$ cat config.mk
export PLATFORM = sky130hd
export DESIGN_NAME = tridiagonal_lu_partial_pivot_core_flat
export DESIGN_NICKNAME = d
export VERILOG_FILES = /design/src/hdl/trilu_pkg.sv /design/src/hdl/trilu_in_if.sv /design/src/hdl/trilu_out_if.sv /design/src/hdl/trilu_sequencer.sv /design/src/hdl/tridiagonal_lu_partial_pivot_core.sv /design/src/flat_wrapper.sv
export SDC_FILE = /design/constraint.sdc
export NUM_CORES = 2
export LEC_CHECK = 0
export ABC_CLOCK_PERIOD_IN_PS = 22900
export BUFFER_PORTS_ARGS = -buffer_cell sky130_fd_sc_hd__clkbuf_2
export CAP_MARGIN = 20
export CORE_AREA = 2 2 407 409
export DETAILED_ROUTE_END_ITERATION = 16
export DIE_AREA = 0 0 409 411
export HOLD_SLACK_MARGIN = 0.05
export PLACE_DENSITY_LB_ADDON = 0.25
export RECOVER_POWER = 50
export SLEW_MARGIN = 25
export SYNTH_ARGS = -nofsm -noshare
export SYNTH_HDL_FRONTEND = slang
export SYNTH_SLANG_ARGS = --single-unit
export TNS_END_PERCENT = 10
$ cat constraint.sdc
create_clock -name i_clk -period 22.9 [get_ports i_clk]
set_clock_uncertainty 0.15 [all_clocks]
set_input_delay 3.435 -clock i_clk [delete_from_list [all_inputs] [get_ports i_clk]]
set_output_delay 3.435 -clock i_clk [all_outputs]
set_load 0.01 [all_outputs]
$ cat src/hdl/trilu_pkg.sv
`default_nettype none

package trilu_pkg;

    localparam int DATA_WIDTH = 32;
    localparam int FRAC_BITS  = 16;
    localparam int DVD_W      = DATA_WIDTH + FRAC_BITS;
    localparam int CNT_W      = $clog2(DVD_W);

    typedef logic signed [DATA_WIDTH-1:0] t_data;

    typedef struct packed {
        t_data diag_elem;
        t_data super_elem;
        t_data sub_elem;
        logic  last_row;
    } t_in_item;

    typedef struct packed {
        t_data u_diag;
        t_data u_super1;
        t_data u_super2;
        t_data l_mult;
        logic  pivoted;
        logic  det_negative;
        logic  div_overflow;
        logic  last_result;
    } t_out_item;

    typedef enum logic [3:0] {
        OP_FETCH,
        OP_SELECT,
        OP_ZCHK,
        OP_DIV,
        OP_QFIX,
        OP_MUL1,
        OP_UPD1,
        OP_MUL2,
        OP_UPD2,
        OP_EMIT,
        OP_EMIT_LAST,
        OP_STORE,
        OP_NOP
    } t_op;

    typedef struct packed {
        t_op  op;
        logic fire;
    } t_ctrl;

    typedef struct packed {
        logic in_valid;
        logic slot_free;
        logic have_row;
        logic last;
        logic ud_zero;
        logic div_more;
    } t_status;

endpackage

`default_nettype wire

$ cat src/hdl/trilu_in_if.sv
`default_nettype none

interface trilu_in_if;
    logic                valid;
    logic                ready;
    trilu_pkg::t_in_item data;

    modport source (output valid, output data, input ready);
    modport sink   (input valid, input data, output ready);
endinterface

`default_nettype wire

$ cat src/hdl/trilu_out_if.sv
`default_nettype none

interface trilu_out_if;
    logic                 valid;
    logic                 ready;
    trilu_pkg::t_out_item data;

    modport source (output valid, output data, input ready);
    modport sink   (input valid, input data, output ready);
endinterface

`default_nettype wire

$ cat src/hdl/trilu_sequencer.sv
`default_nettype none

module trilu_sequencer (
    input  logic               i_clk,
    input  logic               i_rst_n,
    input  trilu_pkg::t_status i_status,
    output trilu_pkg::t_ctrl   o_ctrl
);

    typedef enum logic [2:0] {
        C_NEVER,
        C_ALWAYS,
        C_NOROW,
        C_NOTLAST,
        C_UDZERO,
        C_DIVMORE
    } t_cond;

    typedef logic [3:0] t_pc;

    typedef struct packed {
        trilu_pkg::t_op op;
        t_cond          cond;
        t_pc            target;
    } t_uword;

    localparam t_pc S_FETCH     = 4'd0;
    localparam t_pc S_SELECT    = 4'd1;
    localparam t_pc S_ZCHK      = 4'd2;
    localparam t_pc S_DIV       = 4'd3;
    localparam t_pc S_QFIX      = 4'd4;
    localparam t_pc S_MUL1      = 4'd5;
    localparam t_pc S_UPD1      = 4'd6;
    localparam t_pc S_MUL2      = 4'd7;
    localparam t_pc S_UPD2      = 4'd8;
    localparam t_pc S_EMIT      = 4'd9;
    localparam t_pc S_EMIT_LAST = 4'd10;
    localparam t_pc S_STORE     = 4'd11;
    localparam t_pc S_STORE_FIN = 4'd12;

    function automatic t_uword f_rom(input t_pc pc);
        t_uword w;
        unique case (pc)
            S_FETCH:     w = '{trilu_pkg::OP_FETCH,     C_NOROW,   S_STORE};
            S_SELECT:    w = '{trilu_pkg::OP_SELECT,    C_NEVER,   S_FETCH};
            S_ZCHK:      w = '{trilu_pkg::OP_ZCHK,      C_UDZERO,  S_MUL1};
            S_DIV:       w = '{trilu_pkg::OP_DIV,       C_DIVMORE, S_DIV};
            S_QFIX:      w = '{trilu_pkg::OP_QFIX,      C_NEVER,   S_FETCH};
            S_MUL1:      w = '{trilu_pkg::OP_MUL1,      C_NEVER,   S_FETCH};
            S_UPD1:      w = '{trilu_pkg::OP_UPD1,      C_NEVER,   S_FETCH};
            S_MUL2:      w = '{trilu_pkg::OP_MUL2,      C_NEVER,   S_FETCH};
            S_UPD2:      w = '{trilu_pkg::OP_UPD2,      C_NEVER,   S_FETCH};
            S_EMIT:      w = '{trilu_pkg::OP_EMIT,      C_NOTLAST, S_FETCH};
            S_EMIT_LAST: w = '{trilu_pkg::OP_EMIT_LAST, C_ALWAYS,  S_FETCH};
            S_STORE:     w = '{trilu_pkg::OP_STORE,     C_NOTLAST, S_FETCH};
            S_STORE_FIN: w = '{trilu_pkg::OP_EMIT_LAST, C_ALWAYS,  S_FETCH};
            default:     w = '{trilu_pkg::OP_NOP,       C_ALWAYS,  S_FETCH};
        endcase
        return w;
    endfunction

    t_pc    r_pc;
    t_uword w_word;
    logic   w_jump;
    logic   w_stall;

    assign w_word = f_rom(r_pc);

    always_comb begin
        unique case (w_word.cond)
            C_NEVER:   w_jump = 1'b0;
            C_ALWAYS:  w_jump = 1'b1;
            C_NOROW:   w_jump = !i_status.have_row;
            C_NOTLAST: w_jump = !i_status.last;
            C_UDZERO:  w_jump = i_status.ud_zero;
            C_DIVMORE: w_jump = i_status.div_more;
            default:   w_jump = 1'b0;
        endcase
    end

    assign w_stall = ((w_word.op == trilu_pkg::OP_FETCH) && !i_status.in_valid)
                  || (((w_word.op == trilu_pkg::OP_EMIT)
                       || (w_word.op == trilu_pkg::OP_EMIT_LAST))
                      && !i_status.slot_free);

    assign o_ctrl.op   = w_word.op;
    assign o_ctrl.fire = !w_stall;

    always_ff @(posedge i_clk) begin
        if (!i_rst_n) begin
            r_pc <= S_FETCH;
        end else if (!w_stall) begin
            if (w_jump) begin
                r_pc <= w_word.target;
            end else begin
                r_pc <= r_pc + 4'd1;
            end
        end
    end

endmodule

`default_nettype wire

$ cat src/hdl/tridiagonal_lu_partial_pivot_core.sv
// Channel  Dir  Modport  Item
// i_row    in   sink     one matrix row: diag_elem, super_elem, sub_elem, last_row
// o_res    out  source   one finished U row with multiplier, pivot and sign flags
//
// A row after the first is fetched, selected, zero-checked, divided in 48 restoring
// divide steps of one quotient bit, fixed up, run through two multiply/update pairs
// and emitted. A zero pivot skips divide and fix-up. The first row is only fetched
// and stored; the final row also emits an extra result. Synchronous reset returns to
// fetch and drops any pending row; a stalled result holds the emit step, and ready
// is high only at fetch.
`default_nettype none

module tridiagonal_lu_partial_pivot_core (
    input  logic        i_clk,
    input  logic        i_rst_n,
    trilu_in_if.sink    i_row,
    trilu_out_if.source o_res
);

    localparam int DW   = trilu_pkg::DATA_WIDTH;
    localparam int FB   = trilu_pkg::FRAC_BITS;
    localparam int DVDW = trilu_pkg::DVD_W;
    localparam int CW   = trilu_pkg::CNT_W;

    localparam logic [DVDW-1:0] LIM_POS = {{(DVDW-DW+1){1'b0}}, {(DW-1){1'b1}}};
    localparam logic [DVDW-1:0] LIM_NEG = {{(DVDW-DW){1'b0}}, 1'b1, {(DW-1){1'b0}}};
    localparam logic signed [DW+1:0] W_MAX = {3'b000, {(DW-1){1'b1}}};
    localparam logic signed [DW+1:0] W_MIN = {3'b111, {(DW-1){1'b0}}};
    localparam logic [CW-1:0] CNT_LAST = CW'(DVDW - 1);

    function automatic logic [DW-1:0] f_mag(input logic [DW-1:0] v);
        return v[DW-1] ? (~v + 1'b1) : v;
    endfunction

    trilu_pkg::t_ctrl   w_ctrl;
    trilu_pkg::t_status w_status;

    trilu_pkg::t_data     r_d, r_e, r_c;
    logic                 r_last;
    trilu_pkg::t_data     r_pend_diag, r_pend_super, r_pend_sub;
    logic                 r_have_row;
    logic                 r_parity;
    trilu_pkg::t_data     r_ud, r_u1, r_u2, r_rd, r_rs;
    logic                 r_piv;
    logic [DW-1:0]        r_dm;
    logic [DVDW-1:0]      r_dvd;
    logic [DW-1:0]        r_rem;
    logic [CW-1:0]        r_cnt;
    logic                 r_qneg;
    trilu_pkg::t_data     r_l;
    logic                 r_ov;
    logic [2*DW-1:0]      r_prod;
    logic                 r_pneg;
    trilu_pkg::t_data     r_nd, r_ns;
    trilu_pkg::t_out_item r_out;
    logic                 r_out_valid;

    logic                 w_piv;
    trilu_pkg::t_data     w_ud, w_u1, w_u2, w_low, w_rd, w_rs;
    logic [DW:0]          w_rem_sh;
    logic                 w_qb;
    logic [DW:0]          w_rem_diff;
    logic [DVDW-1:0]      w_lim;
    logic                 w_qov;
    logic [DW-1:0]        w_qmag;
    trilu_pkg::t_data     w_mul_b;
    logic [2*DW-1:0]      w_prod;
    logic [DW-1:0]        w_m;
    trilu_pkg::t_data     w_a;
    logic signed [DW+1:0] w_aw, w_mw, w_diff;
    trilu_pkg::t_data     w_upd;
    logic                 w_slot_free;

    trilu_sequencer u_seq (
        .i_clk    (i_clk),
        .i_rst_n  (i_rst_n),
        .i_status (w_status),
        .o_ctrl   (w_ctrl)
    );

    assign w_slot_free = !r_out_valid || o_res.ready;

    assign w_status.in_valid  = i_row.valid;
    assign w_status.slot_free = w_slot_free;
    assign w_status.have_row  = r_have_row;
    assign w_status.last      = r_last;
    assign w_status.ud_zero   = (r_ud == '0);
    assign w_status.div_more  = (r_cnt != '0);

    assign i_row.ready = (w_ctrl.op == trilu_pkg::OP_FETCH);
    assign o_res.valid = r_out_valid;
    assign o_res.data  = r_out;

    // pivot selection
    assign w_piv = f_mag(r_pend_sub) > f_mag(r_pend_diag);
    assign w_ud  = w_piv ? r_pend_sub   : r_pend_diag;
    assign w_u1  = w_piv ? r_d          : r_pend_super;
    assign w_u2  = w_piv ? r_e          : '0;
    assign w_low = w_piv ? r_pend_diag  : r_pend_sub;
    assign w_rd  = w_piv ? r_pend_super : r_d;
    assign w_rs  = w_piv ? '0           : r_e;

    // one restoring divide step
    assign w_rem_sh   = {r_rem, r_dvd[DVDW-1]};
    assign w_qb       = (w_rem_sh >= {1'b0, r_dm});
    assign w_rem_diff = w_rem_sh - {1'b0, r_dm};

    // quotient saturation
    assign w_lim  = r_qneg ? LIM_NEG : LIM_POS;
    assign w_qov  = (r_dvd > w_lim);
    assign w_qmag = w_qov ? w_lim[DW-1:0] : r_dvd[DW-1:0];

    // shared multiplier
    assign w_mul_b = (w_ctrl.op == trilu_pkg::OP_MUL2) ? r_u2 : r_u1;
    assign w_prod  = f_mag(r_l) * f_mag(w_mul_b);

    // row update with saturation
    assign w_m    = (|r_prod[2*DW-1:DW+FB]) ? '1 : r_prod[DW+FB-1:FB];
    assign w_a    = (w_ctrl.op == trilu_pkg::OP_UPD2) ? r_rs : r_rd;
    assign w_aw   = {{2{w_a[DW-1]}}, w_a};
    assign w_mw   = {2'b00, w_m};
    assign w_diff = r_pneg ? (w_aw + w_mw) : (w_aw - w_mw);
    assign w_upd  = (w_diff > W_MAX) ? W_MAX[DW-1:0]
                  : (w_diff < W_MIN) ? W_MIN[DW-1:0]
                  : w_diff[DW-1:0];

    always_ff @(posedge i_clk) begin
        if (!i_rst_n) begin
            r_have_row  <= 1'b0;
            r_parity    <= 1'b0;
            r_out_valid <= 1'b0;
        end else begin
            if (w_ctrl.fire && ((w_ctrl.op == trilu_pkg::OP_EMIT)
                                || (w_ctrl.op == trilu_pkg::OP_EMIT_LAST))) begin
                r_out_valid <= 1'b1;
            end else if (o_res.ready) begin
                r_out_valid <= 1'b0;
            end
            if (w_ctrl.fire) begin
                unique case (w_ctrl.op)
                    trilu_pkg::OP_SELECT: begin
                        r_parity <= r_parity ^ w_piv;
                    end
                    trilu_pkg::OP_EMIT_LAST: begin
                        r_have_row  <= 1'b0;
                        r_parity    <= 1'b0;
                    end
                    trilu_pkg::OP_STORE: begin
                        r_have_row <= 1'b1;
                        r_parity   <= 1'b0;
                    end
                    default: begin
                    end
                endcase
            end
        end
    end

    always_ff @(posedge i_clk) begin
        if (w_ctrl.fire) begin
            unique case (w_ctrl.op)
                trilu_pkg::OP_FETCH: begin
                    r_d    <= i_row.data.diag_elem;
                    r_e    <= i_row.data.last_row ? '0 : i_row.data.super_elem;
                    r_c    <= i_row.data.last_row ? '0 : i_row.data.sub_elem;
                    r_last <= i_row.data.last_row;
                end
                trilu_pkg::OP_SELECT: begin
                    r_ud   <= w_ud;
                    r_u1   <= w_u1;
                    r_u2   <= w_u2;
                    r_rd   <= w_rd;
                    r_rs   <= w_rs;
                    r_piv  <= w_piv;
                    r_dm   <= f_mag(w_ud);
                    r_dvd  <= {f_mag(w_low), {FB{1'b0}}};
                    r_rem  <= '0;
                    r_cnt  <= CNT_LAST;
                    r_qneg <= w_low[DW-1] ^ w_ud[DW-1];
                end
                trilu_pkg::OP_ZCHK: begin
                    r_l  <= '0;
                    r_ov <= 1'b0;
                end
                trilu_pkg::OP_DIV: begin
                    r_rem <= w_qb ? w_rem_diff[DW-1:0] : w_rem_sh[DW-1:0];
                    r_dvd <= {r_dvd[DVDW-2:0], w_qb};
                    r_cnt <= r_cnt - 1'b1;
                end
                trilu_pkg::OP_QFIX: begin
                    r_l  <= r_qneg ? (~w_qmag + 1'b1) : w_qmag;
                    r_ov <= w_qov;
                end
                trilu_pkg::OP_MUL1, trilu_pkg::OP_MUL2: begin
                    r_prod <= w_prod;
                    r_pneg <= r_l[DW-1] ^ w_mul_b[DW-1];
                end
                trilu_pkg::OP_UPD1: begin
                    r_nd <= w_upd;
                end
                trilu_pkg::OP_UPD2: begin
                    r_ns <= w_upd;
                end
                trilu_pkg::OP_EMIT: begin
                    r_out.u_diag       <= r_ud;
                    r_out.u_super1     <= r_u1;
                    r_out.u_super2     <= r_u2;
                    r_out.l_mult       <= r_l;
                    r_out.pivoted      <= r_piv;
                    r_out.det_negative <= r_parity;
                    r_out.div_overflow <= r_ov;
                    r_out.last_result  <= 1'b0;
                    r_pend_diag        <= r_nd;
                    r_pend_super       <= r_ns;
                    r_pend_sub         <= r_c;
                end
                trilu_pkg::OP_EMIT_LAST: begin
                    r_out.u_diag       <= r_pend_diag;
                    r_out.u_super1     <= r_pend_super;
                    r_out.u_super2     <= '0;
                    r_out.l_mult       <= '0;
                    r_out.pivoted      <= 1'b0;
                    r_out.det_negative <= r_parity;
                    r_out.div_overflow <= 1'b0;
                    r_out.last_result  <= 1'b1;
                end
                trilu_pkg::OP_STORE: begin
                    r_pend_diag  <= r_d;
                    r_pend_super <= r_e;
                    r_pend_sub   <= r_c;
                end
                default: begin
                end
            endcase
        end
    end

endmodule

`default_nettype wire

$ cat src/flat_wrapper.sv
// flat-port wrapper written by rule: the top's interface ports become plain ports
module tridiagonal_lu_partial_pivot_core_flat 
  (i_clk, i_rst_n, i_row_valid, i_row_data, i_row_ready, o_res_valid, o_res_data, o_res_ready);
  trilu_in_if i_row_i ();
  trilu_out_if o_res_i ();
  input  logic i_clk;
  input  logic i_rst_n;
  input wire logic [$bits(i_row_i.valid)-1:0] i_row_valid;
  input wire logic [$bits(i_row_i.data)-1:0] i_row_data;
  output wire logic [$bits(i_row_i.ready)-1:0] i_row_ready;
  output wire logic [$bits(o_res_i.valid)-1:0] o_res_valid;
  output wire logic [$bits(o_res_i.data)-1:0] o_res_data;
  input wire logic [$bits(o_res_i.ready)-1:0] o_res_ready;
  assign i_row_i.valid = i_row_valid;
  assign i_row_i.data = i_row_data;
  assign i_row_ready = i_row_i.ready;
  assign o_res_valid = o_res_i.valid;
  assign o_res_data = o_res_i.data;
  assign o_res_i.ready = o_res_ready;
  tridiagonal_lu_partial_pivot_core u_core (.i_clk(i_clk), .i_rst_n(i_rst_n), .i_row(i_row_i), .o_res(o_res_i));
endmodule
==> run metrics <==
Critical Setup Path Class=reg -> reg; Synth top area share=0.307; Synthesis Warnings=0; Final WS setup=between 8 and 9 ns; Routed Antenna Nets=0; final wirelength=239,000 µm; hold depth=0; number of cell rows=149; met1 usage=0.405; Post-CTS Setup Bufs=0; largest net degree at the start of global routing=163; run status=finished with violations; Worst EP arrival=15.04 ns; slowest library cell on the worst path=clkbuf_1; Synth Area per Inst=9.84 µm²; gr ovfl total=0; crit path time final=14.74 ns; Core Region=0.164 mm²; clock sinks=roughly 770; CP Max Fanout=66; max-slew violations=1,066; maximum clock rate=67.8 MHz; Mapped Cells=7,457; Hold Crit Class=reg -> reg; Layout Cells excl Fill=~10,000; placed cell count=9,660; DRT Pass-1 Iters=6; die area=between 0.15 and 0.2 mm²; initial antenna violation count=17; Yosys reg bits=768; share of cells above drive strength 1=0.0889; post_cts resized=0; Placement Setup Slack=10.12 ns; Total GRT Usage=0.286; Die Wd=409 µm; P&R area growth vs syn=9.62%; Worst Setup Start Kind=flop; Post-Syn Nets=between 8,000 and 9,000; met3 Use GR=0.0668; synth top area cells=edfxtp_1 31%, fa_1 24%, ha_1 6.9%; HPWL Detailed=180,000 µm; wire length per cell=24.4 µm; CTS max path bufs=3; Post-Syn Area=0.0734 mm²; Starting Density=0.448; setup TNS=0 ns; max reg flops=132; # hold bufs at CTS=0; number of synthesized flops with an enable pin=750; fraction of registers with async set/reset=0; Most common cell on crit path=fa_1; met2 usage=0.431; final setup fails=0; sequential fraction of the synthesis area=0.312; failing checks=max-capacitance violations, max-slew violations; first-pass GRT wire length=360,000 µm; Worst setup EP type=flop; RSZ-0062 raised after global routing=false; reg2reg path depth=34; vias per cell=5.64; via count=~55,000; initial DRC count=5,679; fin nets=8,959; CTS tree=built; Hold WS=0.250 ns; largest area contributor in the netlist=edfxtp_1; CTS root buffer=clkbuf_16; Hold Vio Cnt, Final=0; Max-cap violations=21; Post-synth top flop=edfxtp_1; Port Buffers=234; Worst-path clk slew=0.06 ns; TritonCTS Buffers=85; synth unique cells=87; H-tree depth=3; Residual DRC=0; die outline height=between 400 and 500 µm; Fill cells=about 15,000; WP data required=23.20 ns; clk_lat worst skew=0.74 ns; vias in the first global route=55,800; relative slew slack=-1.81; I/O pin count=235; Worst Tran Pin Value=4.21 ns; Top Usage Layer GRT=met2; GPL Wtd Cong=~0.96; slowest cell delay on critical path=2.48 ns; Final Cycle Share=0.644
==> through the flow <==
step,cell area (µm²),util
2_1_floorplan,73400,-
3_3_place_gp,77600,0.474
3_5_place_dp,77700,0.474
4_1_cts,80600,0.492
5_1_grt,80400,0.491
6_report,80400,0.491
==> cells in the mapped netlist, types with 26 or more instances <==
master    number
o21ai_0      249
buf_1         33
inv_1       1100
mux2i_1       90
o21bai_1      28
nand2b_1      37
nor3_1       136
nor2_1       716
a31oi_1       37
o21a_1        37
nand4_1       34
or3_1         47
a21o_1       141
fa_1         897
a21oi_1      238
xor2_1       158
nand2_1     1042
ha_1         402
and3_1        26
nand3_1       54
and2_1        60
nor2b_1      156
xnor2_1      181
nor4_1        54
edfxtp_1     750
mux2_2       138
clkbuf_1     316
==> routing by layer <==
metal / up-vias / share of wire
met2: 2484 / 0.43
met5: - / 0.000050
li1: 24400 / -
met1: 28100 / 0.42
met3: 442 / 0.10
met4: 2 / 0.042
==> cell usage in the layout, fill, tap and decap left out, types with 21 or more instances in the layout <==
cell type,n
mux2i_1,90
clkbuf_2,226
nand3_1,54
clkbuf_16,85
o21bai_1,28
or2_2,22
nand2_1,1042
xnor2_2,25
edfxtp_1,750
clkbuf_1,46
nor4_1,53
o21a_1,37
a21oi_1,237
o31ai_1,21
nand4_1,34
nor2_1,714
xor2_1,133
fa_1,897
nand2b_1,37
xnor2_1,149
o21ai_0,249
nor3_1,133
mux2_1,59
mux2_2,79
a31oi_1,37
inv_1,1100
a211oi_1,23
and2_1,49
ha_1,402
or3_1,46
and3_1,26
nor2b_1,156
buf_4,118
a21o_1,141
==> final timing paths <==
path	slack (ns)	startpoint	endpoint
setup reg to reg	8.16	u_core.u_seq.w_word[10]	u_core.r_prod[59]
setup / recovery	8.16	u_core.u_seq.w_word[10]	u_core.r_prod[59]
hold reg to reg	0.25	u_core.r_c[29]	u_core.r_pend_sub[29]
hold / removal	0.25	u_core.r_c[29]	u_core.r_pend_sub[29]
==> cell type report <==
type	instances	area, µm²	share of cell area
timing repair buffer	379	2220	0.0276
tap	2189	2740	0.0341
sequential	768	22900	0.284
clock buffer	100	2180	0.0271
clock inverter	51	658	0.00818
antenna	6	15.0	0.000187
inverter	1102	4140	0.0515
multi-input combinational	5223	45600	0.567
==> critical path: cells and delay by family (launching register included) <==
kind,cells,cell delay [ns]
adders and majority gates,10,4.20
buffers and inverters,6,3.12
muxes,1,0.73
DFF,1,0.56
and+or+nand+nor,5,1.16
AOI/OAI and AO/OA,10,3.55
xor gates and xnor gates,2,0.94
==> cell families (layout without fill, tap and decap cells) <==
| logic type | count (synthesis) | after routing | share of synthesized area |
|---|---|---|---|
| and+or+nand+nor | 2460 | 2460 | 0.149 |
| buffers and inverters | 1466 | 1632 | 0.0755 |
| adders and majority gates | 1299 | 1299 | 0.313 |
| AOI/OAI and AO/OA | 897 | 897 | 0.0764 |
| DFF | 768 | 768 | 0.312 |
| xor gates and xnor gates | 339 | 339 | 0.0405 |
| muxes | 228 | 228 | 0.0335 |
| other | 0 | 6 | 0 |
Power is not shown: default switching activity piles up to over one toggle a cycle in this logic, so the estimate is an artifact.
